--- config.mk ---
export PLATFORM = sky130hd
export DESIGN_NAME = list_label_generator
export DESIGN_NICKNAME = d
export VERILOG_FILES = /design/src/design/llg_pkg.sv /design/src/design/list_label_generator.sv
export SDC_FILE = /design/constraint.sdc
export NUM_CORES = 1
export LEC_CHECK = 0
export BUFFER_PORTS_ARGS = -buffer_cell sky130_fd_sc_hd__buf_2
export CAP_MARGIN = 20
export CELL_PAD_IN_SITES_DETAIL_PLACEMENT = 0
export CELL_PAD_IN_SITES_GLOBAL_PLACEMENT = 1
export CORE_UTILIZATION = 35
export DETAILED_ROUTE_END_ITERATION = 8
export PLACE_DENSITY = 0.66
export SLEW_MARGIN = 20
export SYNTH_ARGS = -nofsm -noshare
export SYNTH_HDL_FRONTEND = slang
export SYNTH_SLANG_ARGS = --single-unit
--- constraint.sdc ---
create_clock -name clk -period 9.3 [get_ports clk]
set_input_delay 2.325 -clock clk [delete_from_list [all_inputs] [get_ports clk]]
set_output_delay 2.325 -clock clk [all_outputs]
set_load 0.1 [all_outputs]
--- src/design/llg_pkg.sv ---
//------------------------------------------------------------------------------
// List label generator package
// Shared widths, style codes, the sequencer control word and its program,
// and the constant tables for roman numerals and radix conversion.
//------------------------------------------------------------------------------
`default_nettype none

package llg_pkg;

  // Field widths.
  localparam int NUM_W   = 16;
  localparam int CHAR_W  = 8;
  localparam int STYLE_W = 3;

  // Label style codes; codes above the upper roman code fall back to decimal.
  localparam logic [STYLE_W-1:0] STYLE_DECIMAL     = 3'd0;
  localparam logic [STYLE_W-1:0] STYLE_LOWER_ALPHA = 3'd1;
  localparam logic [STYLE_W-1:0] STYLE_UPPER_ALPHA = 3'd2;
  localparam logic [STYLE_W-1:0] STYLE_LOWER_ROMAN = 3'd3;
  localparam logic [STYLE_W-1:0] STYLE_UPPER_ROMAN = 3'd4;

  // Character constants.
  localparam logic [CHAR_W-1:0] CHAR_ZERO    = 8'h30;
  localparam logic [CHAR_W-1:0] CHAR_LOWER_A = 8'h61;
  localparam logic [CHAR_W-1:0] CHAR_UPPER_A = 8'h41;
  localparam logic [CHAR_W-1:0] CHAR_QUERY   = 8'h3F;
  localparam logic [CHAR_W-1:0] CASE_BIT     = 8'h20;

  // Reciprocal multipliers for division by the radix; exact over the 16-bit range.
  localparam logic [NUM_W-1:0] DEC_MULT    = 16'd52429;
  localparam int               DEC_SHIFT   = 19;
  localparam logic [NUM_W-1:0] ALPHA_MULT  = 16'd40330;
  localparam int               ALPHA_SHIFT = 20;
  localparam int               DIGIT_W     = 5;

  // Digit stack for the radix styles; five decimal digits at most.
  localparam int STACK_DEPTH = 8;
  localparam int SP_W        = $clog2(STACK_DEPTH + 1);
  localparam int SPI_W       = $clog2(STACK_DEPTH);

  // Roman numeral table, largest value last. Odd entries are subtractive pairs.
  localparam int ROMAN_COUNT = 13;
  localparam int IDX_W       = $clog2(ROMAN_COUNT);
  localparam int ROMAN_W     = 10;
  localparam logic [IDX_W-1:0] ROMAN_TOP = IDX_W'(ROMAN_COUNT - 1);
  localparam logic [NUM_W-1:0] ROMAN_LIMIT = 16'd5000;

  localparam logic [ROMAN_W-1:0] ROMAN_VALUE [ROMAN_COUNT] = '{
    10'd1, 10'd4, 10'd5, 10'd9, 10'd10, 10'd40, 10'd50,
    10'd90, 10'd100, 10'd400, 10'd500, 10'd900, 10'd1000
  };
  localparam logic [CHAR_W-1:0] ROMAN_FIRST [ROMAN_COUNT] = '{
    "i", "i", "v", "i", "x", "x", "l", "x", "c", "c", "d", "c", "m"
  };
  localparam logic [CHAR_W-1:0] ROMAN_SECOND [ROMAN_COUNT] = '{
    " ", "v", " ", "x", " ", "l", " ", "c", " ", "d", " ", "m", " "
  };

  // Datapath operations of one sequencer step.
  typedef enum logic [2:0] {
    OP_NOP,
    OP_DIV,
    OP_PUSH,
    OP_POP,
    OP_ROM1,
    OP_ROM2,
    OP_QMARK,
    OP_DONE
  } op_t;

  // Jump conditions of one sequencer step.
  typedef enum logic [3:0] {
    C_NEVER,
    C_ALWAYS,
    C_ZERO,
    C_ROMAN,
    C_Q_NZ,
    C_SP_MORE,
    C_BIG,
    C_R_AGAIN,
    C_HIT,
    C_REM_NZ
  } cond_t;

  localparam int PROG_LEN = 14;
  localparam int PC_W     = $clog2(PROG_LEN);

  typedef struct packed {
    op_t             op;
    cond_t           cond;
    logic [PC_W-1:0] target;
  } ctrl_t;

  // Program addresses.
  localparam logic [PC_W-1:0] A_DIV   = 4'd2;
  localparam logic [PC_W-1:0] A_POP   = 4'd4;
  localparam logic [PC_W-1:0] A_ROMAN = 4'd6;
  localparam logic [PC_W-1:0] A_RSTEP = 4'd7;
  localparam logic [PC_W-1:0] A_RPAIR = 4'd10;
  localparam logic [PC_W-1:0] A_QMARK = 4'd12;
  localparam logic [PC_W-1:0] A_END   = 4'd13;

  // Control store.
  localparam ctrl_t PROGRAM [PROG_LEN] = '{
    '{OP_NOP,   C_ZERO,    A_END},    // nothing to label
    '{OP_NOP,   C_ROMAN,   A_ROMAN},
    '{OP_DIV,   C_NEVER,   A_END},    // quotient by reciprocal
    '{OP_PUSH,  C_Q_NZ,    A_DIV},    // stack the digit, loop on quotient
    '{OP_POP,   C_SP_MORE, A_POP},    // send digits most significant first
    '{OP_NOP,   C_ALWAYS,  A_END},
    '{OP_NOP,   C_BIG,     A_QMARK},
    '{OP_ROM1,  C_R_AGAIN, A_RSTEP},  // greedy table walk
    '{OP_NOP,   C_HIT,     A_RPAIR},
    '{OP_NOP,   C_ALWAYS,  A_END},
    '{OP_ROM2,  C_REM_NZ,  A_RSTEP},  // second symbol of a pair
    '{OP_NOP,   C_ALWAYS,  A_END},
    '{OP_QMARK, C_ALWAYS,  A_END},
    '{OP_DONE,  C_NEVER,   A_END}
  };

endpackage

`default_nettype wire

--- src/design/list_label_generator.sv ---
//------------------------------------------------------------------------------
// List label generator
// Turns a one-based list item number into its label characters.
//------------------------------------------------------------------------------
// The input channel (in_valid, in_stall, list_number) takes one item number.
// The output channel (out_valid, out_stall, label_char, last_char) returns the
// label one character per word, most significant first, with last_char set on
// the final word. A number of zero gives no words at all. label_style is
// written through cfg_write and cfg_data; the user must write it only while
// the block is idle, since the block itself does not enforce it. One item is
// worked at a time by a small microcoded sequencer; in_stall is high from
// acceptance until the sequencer has finished, after the final word has
// entered the output register. Decimal and alpha labels take two setup steps,
// two steps per character on the reciprocal multiplier and digit stack, one
// per character to send and two to finish; their first word is sent once all
// digits are stacked. Roman labels take three setup steps, one per table
// entry passed, one per character, one more per subtractive pair and two or
// three to finish. A zero jumps straight to the finishing step, and the
// question mark is sent from a step of its own. A waiting next number is
// taken as soon as the block is idle.
// Reset clears the style to decimal, empties the output register and returns
// the sequencer to idle. When the receiver stalls, the output word holds and
// the sequencer waits at its next sending step for every stalled cycle.
//------------------------------------------------------------------------------
`default_nettype none

module list_label_generator (
  input  logic                         clk,
  input  logic                         rst,
  input  logic                         cfg_write,
  input  logic [llg_pkg::STYLE_W-1:0]  cfg_data,
  input  logic                         in_valid,
  output logic                         in_stall,
  input  logic [llg_pkg::NUM_W-1:0]    list_number,
  output logic                         out_valid,
  input  logic                         out_stall,
  output logic [llg_pkg::CHAR_W-1:0]   label_char,
  output logic                         last_char
);
  import llg_pkg::*;

  logic                 busy;
  logic [PC_W-1:0]      pc;
  logic [STYLE_W-1:0]   label_style;
  logic [NUM_W-1:0]     num;
  logic [NUM_W-1:0]     quo;
  logic [IDX_W-1:0]     idx;
  logic [SP_W-1:0]      sp;
  logic [CHAR_W-1:0]    stack [STACK_DEPTH];

  ctrl_t                cw;
  logic                 is_alpha;
  logic                 is_roman;
  logic                 upper;
  logic [NUM_W-1:0]     dividend;
  logic [2*NUM_W-1:0]   product;
  logic [2*NUM_W-1:0]   shifted;
  logic [NUM_W-1:0]     quo_next;
  logic [NUM_W-1:0]     quo_times;
  logic [NUM_W-1:0]     digit_diff;
  logic [CHAR_W-1:0]    digit_base;
  logic [CHAR_W-1:0]    push_char;
  logic [NUM_W:0]       rom_diff;
  logic [NUM_W-1:0]     rom_rem;
  logic                 rom_hit;
  logic                 rom_pair;
  logic                 rom_end;
  logic [CHAR_W-1:0]    rom_char1;
  logic [CHAR_W-1:0]    rom_char2;
  logic                 big;
  logic [SPI_W-1:0]     top;
  logic                 slot_free;
  logic                 emit;
  logic [CHAR_W-1:0]    emit_char;
  logic                 emit_last;
  logic                 hold;
  logic                 step;
  logic                 jump;
  logic                 accept;

  // Current control word and style decode.
  assign cw       = PROGRAM[pc];
  assign is_alpha = (label_style inside {STYLE_LOWER_ALPHA, STYLE_UPPER_ALPHA});
  assign is_roman = (label_style inside {STYLE_LOWER_ROMAN, STYLE_UPPER_ROMAN});
  assign upper    = (label_style inside {STYLE_UPPER_ALPHA, STYLE_UPPER_ROMAN});

  // Radix path: alpha is bijective, so it divides one less than the number.
  assign dividend = is_alpha ? num - NUM_W'(1) : num;
  assign product  = dividend * (is_alpha ? ALPHA_MULT : DEC_MULT);
  assign shifted  = is_alpha ? (product >> ALPHA_SHIFT) : (product >> DEC_SHIFT);
  assign quo_next = shifted[NUM_W-1:0];

  // Remainder from the registered quotient, times 26 or times 10 by shifts.
  assign quo_times = is_alpha ? NUM_W'((quo << 4) + (quo << 3) + (quo << 1))
                              : NUM_W'((quo << 3) + (quo << 1));
  assign digit_diff = dividend - quo_times;
  assign digit_base = is_alpha ? (upper ? CHAR_UPPER_A : CHAR_LOWER_A) : CHAR_ZERO;
  assign push_char  = digit_base + CHAR_W'(digit_diff[DIGIT_W-1:0]);

  // Roman path: compare against the current table entry.
  assign rom_diff  = {1'b0, num} - {(NUM_W + 1 - ROMAN_W)'(0), ROMAN_VALUE[idx]};
  assign rom_hit   = !rom_diff[NUM_W];
  assign rom_rem   = rom_diff[NUM_W-1:0];
  assign rom_pair  = idx[0];
  assign rom_end   = (rom_rem == '0);
  assign rom_char1 = upper ? (ROMAN_FIRST[idx] & ~CASE_BIT) : ROMAN_FIRST[idx];
  assign rom_char2 = upper ? (ROMAN_SECOND[idx] & ~CASE_BIT) : ROMAN_SECOND[idx];
  assign big       = (num >= ROMAN_LIMIT);

  assign top = SPI_W'(sp - SP_W'(1));

  // Word to send in this step, if any.
  always_comb begin
    emit      = 1'b0;
    emit_char = stack[top];
    emit_last = 1'b0;
    case (cw.op)
      OP_POP: begin
        emit      = 1'b1;
        emit_char = stack[top];
        emit_last = (sp == SP_W'(1));
      end
      OP_ROM1: begin
        emit      = rom_hit;
        emit_char = rom_char1;
        emit_last = !rom_pair && rom_end;
      end
      OP_ROM2: begin
        emit      = 1'b1;
        emit_char = rom_char2;
        emit_last = rom_end;
      end
      OP_QMARK: begin
        emit      = 1'b1;
        emit_char = CHAR_QUERY;
        emit_last = 1'b1;
      end
      default: begin
        emit = 1'b0;
      end
    endcase
  end

  // A sending step waits until the output register is free.
  assign slot_free = !out_valid || !out_stall;
  assign hold      = emit && !slot_free;
  assign step      = busy && !hold;
  assign accept    = in_valid && !busy;
  assign in_stall  = busy;

  // Jump condition of the current step.
  always_comb begin
    case (cw.cond)
      C_NEVER:   jump = 1'b0;
      C_ALWAYS:  jump = 1'b1;
      C_ZERO:    jump = (num == '0);
      C_ROMAN:   jump = is_roman;
      C_Q_NZ:    jump = (quo != '0);
      C_SP_MORE: jump = (sp > SP_W'(1));
      C_BIG:     jump = big;
      C_R_AGAIN: jump = !(rom_hit && (rom_pair || rom_end));
      C_HIT:     jump = rom_hit;
      C_REM_NZ:  jump = !rom_end;
      default:   jump = 1'b0;
    endcase
  end

  // Sequencer, style register and output valid.
  always_ff @(posedge clk) begin
    if (rst) begin
      busy        <= 1'b0;
      pc          <= '0;
      label_style <= STYLE_DECIMAL;
      out_valid   <= 1'b0;
    end else begin
      if (cfg_write) begin
        label_style <= cfg_data;
      end
      if (emit && step) begin
        out_valid <= 1'b1;
      end else if (!out_stall) begin
        out_valid <= 1'b0;
      end
      if (accept) begin
        busy <= 1'b1;
        pc   <= '0;
      end else if (step) begin
        if (cw.op == OP_DONE) begin
          busy <= 1'b0;
          pc   <= '0;
        end else if (jump) begin
          pc <= cw.target;
        end else begin
          pc <= PC_W'(pc + PC_W'(1));
        end
      end
    end
  end

  // Stack pointer and table index follow the sequencer.
  always_ff @(posedge clk) begin
    if (rst) begin
      sp  <= '0;
      idx <= ROMAN_TOP;
    end else if (accept) begin
      sp  <= '0;
      idx <= ROMAN_TOP;
    end else if (step) begin
      case (cw.op)
        OP_PUSH: sp <= SP_W'(sp + SP_W'(1));
        OP_POP:  sp <= SP_W'(sp - SP_W'(1));
        OP_ROM1: begin
          if (!rom_hit && idx != '0) begin
            idx <= IDX_W'(idx - IDX_W'(1));
          end
        end
        default: begin
          sp <= sp;
        end
      endcase
    end
  end

  // Working number, quotient and digit stack.
  always_ff @(posedge clk) begin
    if (accept) begin
      num <= list_number;
    end else if (step) begin
      case (cw.op)
        OP_DIV: quo <= quo_next;
        OP_PUSH: begin
          stack[sp[SPI_W-1:0]] <= push_char;
          num                  <= quo;
        end
        OP_ROM1: begin
          if (rom_hit && !rom_pair) begin
            num <= rom_rem;
          end
        end
        OP_ROM2: num <= rom_rem;
        default: begin
          num <= num;
        end
      endcase
    end
  end

  // Output word.
  always_ff @(posedge clk) begin
    if (emit && step) begin
      label_char <= emit_char;
      last_char  <= emit_last;
    end
  end

endmodule

`default_nettype wire

Word level (Yosys, flattened, before mapping):

Memories as Yosys holds them, arrays and structs flattened.
Cells that the tools add are included.

* bits of input ports: 24
* logic and storage cells: 131
* ROM bits: 592
* register bits after elaboration: 55
* RAM bits: 64
* output and inout bits: 11
* memories: 5

* reductions and logical operators: 37
* add/subtract/negate cells: 11
* $lt $le $gt $ge: 4
* multiplexer cells: 36
* bitwise operators: 3
* multipliers: 1
* eq/ne operators: 23

Memories
* (name not given): words 16, bits a word 11, rd ports 1, clocked after Yosys merged registers in 0, write ports 0, line list_label_generator.sv:82 `assign cw = PROGRAM[pc];`
* (name not given): words 16, bits a word 10, rd ports 1, clocked after Yosys merged registers in 0, write ports 0, line list_label_generator.sv:101 `assign rom_diff = {1'b0, num} - {(NUM_W + 1 - ROMAN_W)'(0), ROMAN_VALUE[idx]};`
* (name not given): words 16, bits a word 8, rd ports 1, clocked after Yosys merged registers in 0, write ports 0, line list_label_generator.sv:107 `assign rom_char2 = upper ? (ROMAN_SECOND[idx] & ~CASE_BIT) : ROMAN_SECOND[idx];`
* (name not given): words 16, bits a word 8, rd ports 1, clocked after Yosys merged registers in 0, write ports 0, line list_label_generator.sv:106 `assign rom_char1 = upper ? (ROMAN_FIRST[idx] & ~CASE_BIT) : ROMAN_FIRST[idx];`
* stack: words 8, bits a word 8, rd ports 1, clocked after Yosys merged registers in 0, write ports 1, line list_label_generator.sv:49 `logic [CHAR_W-1:0] stack [STACK_DEPTH];`

Operator list (count)
* $mux W16: 4
* $pmux W16 S3: 1
* $logic_not A16 Y1: 2
* $mul A16 B16 Y32: 1
* $mux W8: 4
* $pmux W8 S3: 1
* $mux W11: 2
* $mux W10: 2
* $mux W6: 3
* $sub A16 B10 Y17: 1
* $eq A4 B3 Y1 const B: 4
* $ge A16 B13 Y1 const B: 1
* $reduce_bool A16 Y1: 1
* $sub A16 B1 Y16 const B: 1
* $add A5 B5 Y5: 3
* $eq A3 B3 Y1 const B: 5
* $mux W15: 1
* $eq A3 B2 Y1 const B: 4
* $mux W12: 1
* $reduce_bool A2 Y1: 6
* $ge A5 B5 Y1 const B: 2
* $not A4 Y5: 2
* $logic_not A1 Y1: 9
* $mux W1: 9
* 26 further kinds: 45

Longest topological paths before layout:

* depth after elaboration: 13
* depth in mapped cells: 31
* gate-level depth less buffers: 30

Worst setup path before layout:

OpenSTA, ideal clock, no wires.

* kind: register to register
* start point: register num[4]
* end point: register quo[8] (data pin)
* library setup time: 0.272 ns
* path buffers: 0
* slack: 1.523 ns
* required time: 9.028 ns
* cell stages (with the launch flop): 27
* period minus slack after synthesis: 7.777 ns
* arrival time: 7.505 ns
* cells stage by stage: edfxtp_1 -> or4_1 -> or4_1 -> or4_1 -> xnor2_1 -> inv_1 -> fa_1 -> inv_1 -> ha_1 -> inv_1 -> fa_1 -> inv_1 -> fa_1 -> fa_1 -> inv_1 -> fa_1 -> inv_1 -> ha_1 -> nand3_1 -> o221ai_1 -> a221o_1 -> a22oi_1 -> a31oi_1 -> a21oi_1 -> nor2_1 -> o311ai_0 -> o31ai_1

* word-level cells in the longest chain between the ends: 4

RTL lines
* start, declared: line list_label_generator.sv:45 `logic [NUM_W-1:0] num;`
* start signal, assigned: line list_label_generator.sv:227 `num <= list_number;`
* start signal, assigned: line list_label_generator.sv:233 `num <= quo;`
* start signal, assigned: line list_label_generator.sv:237 `num <= rom_rem;`
* $sub A16 B1 Y16: line list_label_generator.sv:88 `assign dividend = is_alpha ? num - NUM_W'(1) : num;`
* $mux W16 *: line list_label_generator.sv:88
* $mul A16 B16 Y32 *: line list_label_generator.sv:89 `assign product = dividend * (is_alpha ? ALPHA_MULT : DEC_MULT);`
* $mux W12 *: line list_label_generator.sv:90 `assign shifted = is_alpha ? (product >> ALPHA_SHIFT) : (product >> DEC_SHIFT);`
* named net shifted[8]: line list_label_generator.sv:57 `logic [2*NUM_W-1:0] shifted;`
* end signal, assigned: line list_label_generator.sv:230 `OP_DIV: quo <= quo_next;`
* end, declared: line list_label_generator.sv:46 `logic [NUM_W-1:0] quo;`

Mark *: on every way through the listed nets, which the timed path passes. The rest lies on a longest branch.
A chain may end at the register's enable or synchronous reset.

Worst setup path in the final report:

* start point: register num[4]
* end point: register quo[12] (data pin)

* word-level cells in the longest chain between the ends: 3

RTL lines (line)
* $sub A16 B1 Y16: list_label_generator.sv:88
* $mux W16 *: list_label_generator.sv:88
* $mul A16 B16 Y32 *: list_label_generator.sv:89

Mark *: on every way between the ends. The rest lies on a longest branch, timed or not.

==> flow_summary_export.csv <==
group,metric,value,unit
logic_synthesis,yosys.area_share.simple,12.1,%
finish,area_growth,10.4,%
min_path,min_path_type,"reg2reg",
die,dieWidth,197,um
worst_setup_path,worstSetupPathType,"reg2reg",
logic_synthesis,synthXorXnorAreaFrac,4.01,%
grt,grt_usage,19.6,%
clock_network,postCtsSetupBuffers,0,
die,ioPinCount,35,
detailed_routing,drcViolationCount,0,
die,rows,71,
logic_synthesis,syn_area,13300,um2
logic_synthesis,synthMuxAreaShare,4.37,%
grt,grt_pass1_vias,9938,
clock_network,clkTransAtPathRegs,0.07,ns
detailed_routing,ant_nets,0,
detailed_routing,vias,9816,
worst_setup_path,end_kind,"flip-flop",
clock_network,cts-root-buf,"clkbuf_16",
grt,grt_max_degree,34,
clock_network,cts_hold_buf,0,
timing,clock_skew,0.0138,ns
logic_synthesis,postSynth.asyncResetShare,0,%
logic_synthesis,yosys.area_share.adder,34.3,%
timing,timing.hold.ws,0.529,ns
timing,rsz0062_at_grt,"false",
finish,nets,1717,
timing,setup_ws,0.709,ns
clock_network,cts_buffers,17,
timing,relSlewSlack,31.1,%
grt,antenna_found_initial,0,
die,fp.dieArea,38900,um2
logic_synthesis,synth_ff_type,"edfxtp_1",
clock_network,h-tree-depth,4,
timing,finalSetupTns,0,ns
timing,fmax,0.116,GHz
detailed_routing,vias_per_cell,5.10,
clock_network,clk_latency,0.42,ns
clock_network,clockBufferDepth,2,
worst_setup_path,worstPathMaxFanout,6,
timing,fin_crit_sh,92.4,%
grt,grt-busiest-layer,"met2",
place,gp_congestion,0.933,
timing,finalCriticalPeriod,8.59,ns
clock_network,clock_sinks,119,
timing,drv_slew,0,
place,place_ws,0.539,ns
logic_synthesis,synth_edf_count,102,
logic_synthesis,synth_nets,1695,
outcome,run_status,"complete, no violations",
finish,final_common_cell,"inv_1",
worst_setup_path,crit_arrival,8.84,ns
finish,diodes,0,
logic_synthesis,yosys_warnings,0,
logic_synthesis,synth_seq_cells,119,
logic_synthesis,yosysUniqueCellTypes,74,
die,initial_utilization,35.5,%
clock_network,cts_tree,"done",
logic_synthesis,synth_area_per_cell,9.67,um2
finish,layout_common_cells,"257 x inv_1, 170 x ha_1, 122 x fa_1",
logic_synthesis,ys_seq_area_share,25.5,%
finish,final_cells,1925,
job,maxCapViolCount,0,
finish,layout-drive-gt1-share,8.35,%
die,die-height,197,um
detailed_routing,wirelength,36.7,mm
timing,final-setup-viol-count,0,
logic_synthesis,synth_compound_area_share,11.0,%
timing,hold_viol,0,
grt,grt_pass1_wl,57.7,mm
place,port_buffers,34,
detailed_routing,drtIter0Drc,711,
detailed_routing,drt_first_pass_iters,5,
place,dp.cells,1893,
worst_setup_path,worstPathRequired,9.55,ns
worst_setup_path,start_kind,"flip-flop",
grt,grt_remaining_overflow,0,
die,core,37600,um2
logic_synthesis,synth_top_family_by_area,"adder cells",
logic_synthesis,synth_cells,1379,
grt,grt_use_met1,28.4,%
timing,worst_pin_slew,1.03,ns
grt,grt_util_met2,31.1,%
detailed_routing,wire_per_inst,19.0,um
place,hpwl,29.4,mm
grt,use_met3,2.65,%
stage by stage:
stage,instance area [um2],utilization (%)
6_report,14700,39.2
5_1_grt,14700,39.2
4_1_cts,14700,39.1
3_5_place_dp,14100,37.5
3_3_place_gp,14100,37.5
2_1_floorplan,13300,-
logic make-up after synthesis:
family,after synthesis
AOI/OAI and AO/OA,225
xor gates and xnor gates,61
adders and majority gates,293
buffers and inverters,303
DFF,119
muxes,37
other,1
and+or+nand+nor,340
synth_stat cells (9+ instances only):
| library cell | count | area [um2] |
|---|---|---|
| a211oi_1 | 13 | 97.6 |
| a21o_1 | 11 | 82.6 |
| a21oi_1 | 73 | 365 |
| and2_1 | 9 | 56.3 |
| clkbuf_1 | 29 | 109 |
| dfxtp_1 | 17 | 340 |
| edfxtp_1 | 102 | 3060 |
| fa_1 | 122 | 2440 |
| ha_1 | 170 | 2130 |
| inv_1 | 257 | 965 |
| mux2i_1 | 20 | 200 |
| mux4_2 | 17 | 383 |
| nand2_1 | 101 | 379 |
| nand2b_1 | 20 | 125 |
| nand3_1 | 17 | 85.1 |
| nand4_1 | 9 | 56.3 |
| nor2_1 | 94 | 353 |
| nor3_1 | 34 | 170 |
| nor4_1 | 10 | 62.6 |
| o21ai_0 | 46 | 230 |
| or4_1 | 10 | 75.1 |
| xnor2_1 | 37 | 324 |
| xor2_1 | 24 | 210 |
final timing paths:
path,slack [ns],depth (start not counted),end,from
min,0.53,2,sp[3],sp[3]
min reg2reg,0.53,2,sp[3],sp[3]
max reg2reg,0.71,27,quo[12],num[4]
max,0.71,27,quo[12],num[4]
metal layers:
metal / wire length (um) / share of wire (%) / vias to the layer above
met2: 16900 / 46 / 229
met4: 590 / 1.6 / 0
met1: 17500 / 48 / 4819
met5: 0 / 0 / -
li1: - / - / 4728
met3: 1620 / 4.4 / 40
cell type report:
cell class / count / area, um2
Fill cell: 3675 / 22900
Multi-Input combinational cell: 957 / 8830
Sequential cell: 119 / 3400
Inverter: 259 / 972
Tap cell: 511 / 639
Clock buffer: 17 / 425
Timing Repair Buffer: 47 / 268
Clock inverter: 15 / 186
what timing repair did:
action | CTS | global route
endpoints found under the hold margin | 0 | 0
endpoints found under the setup margin | 0 | 3
resized for setup | 0 | 2
flip-flops by register name, summed over array words and instances, names as in the netlist:
name / flops
sp: 4
num: 16
in_stall: 1
quo: 13
idx: 4
stack: 64
last_char: 1
pc: 4
label_char: 8
out_valid: 1
label_style: 3
worst max-delay path, cell delays in order (launching register included):
cell and delay, ns:
edfxtp_1 0.49, or4_1 0.65, or4_1 0.50, nor4_1 0.37, and3_1 0.27, xor2_2 0.32
nand2_1 0.22, fa_1 0.53, inv_1 0.04, ha_1 0.26, inv_1 0.05, fa_1 0.49
inv_1 0.05, fa_1 0.46, fa_1 0.55, inv_1 0.05, fa_1 0.53, inv_1 0.04
ha_1 0.32, nand4_1 0.15, nor2_1 0.08, a221o_1 0.34, a22oi_1 0.38, a31oi_1 0.27
a21oi_2 0.30, a211oi_1 0.15, or3_1 0.36, a21oi_1 0.18
Power is not shown: default switching activity piles up to over one toggle a cycle in this logic, so the estimate is an artifact.
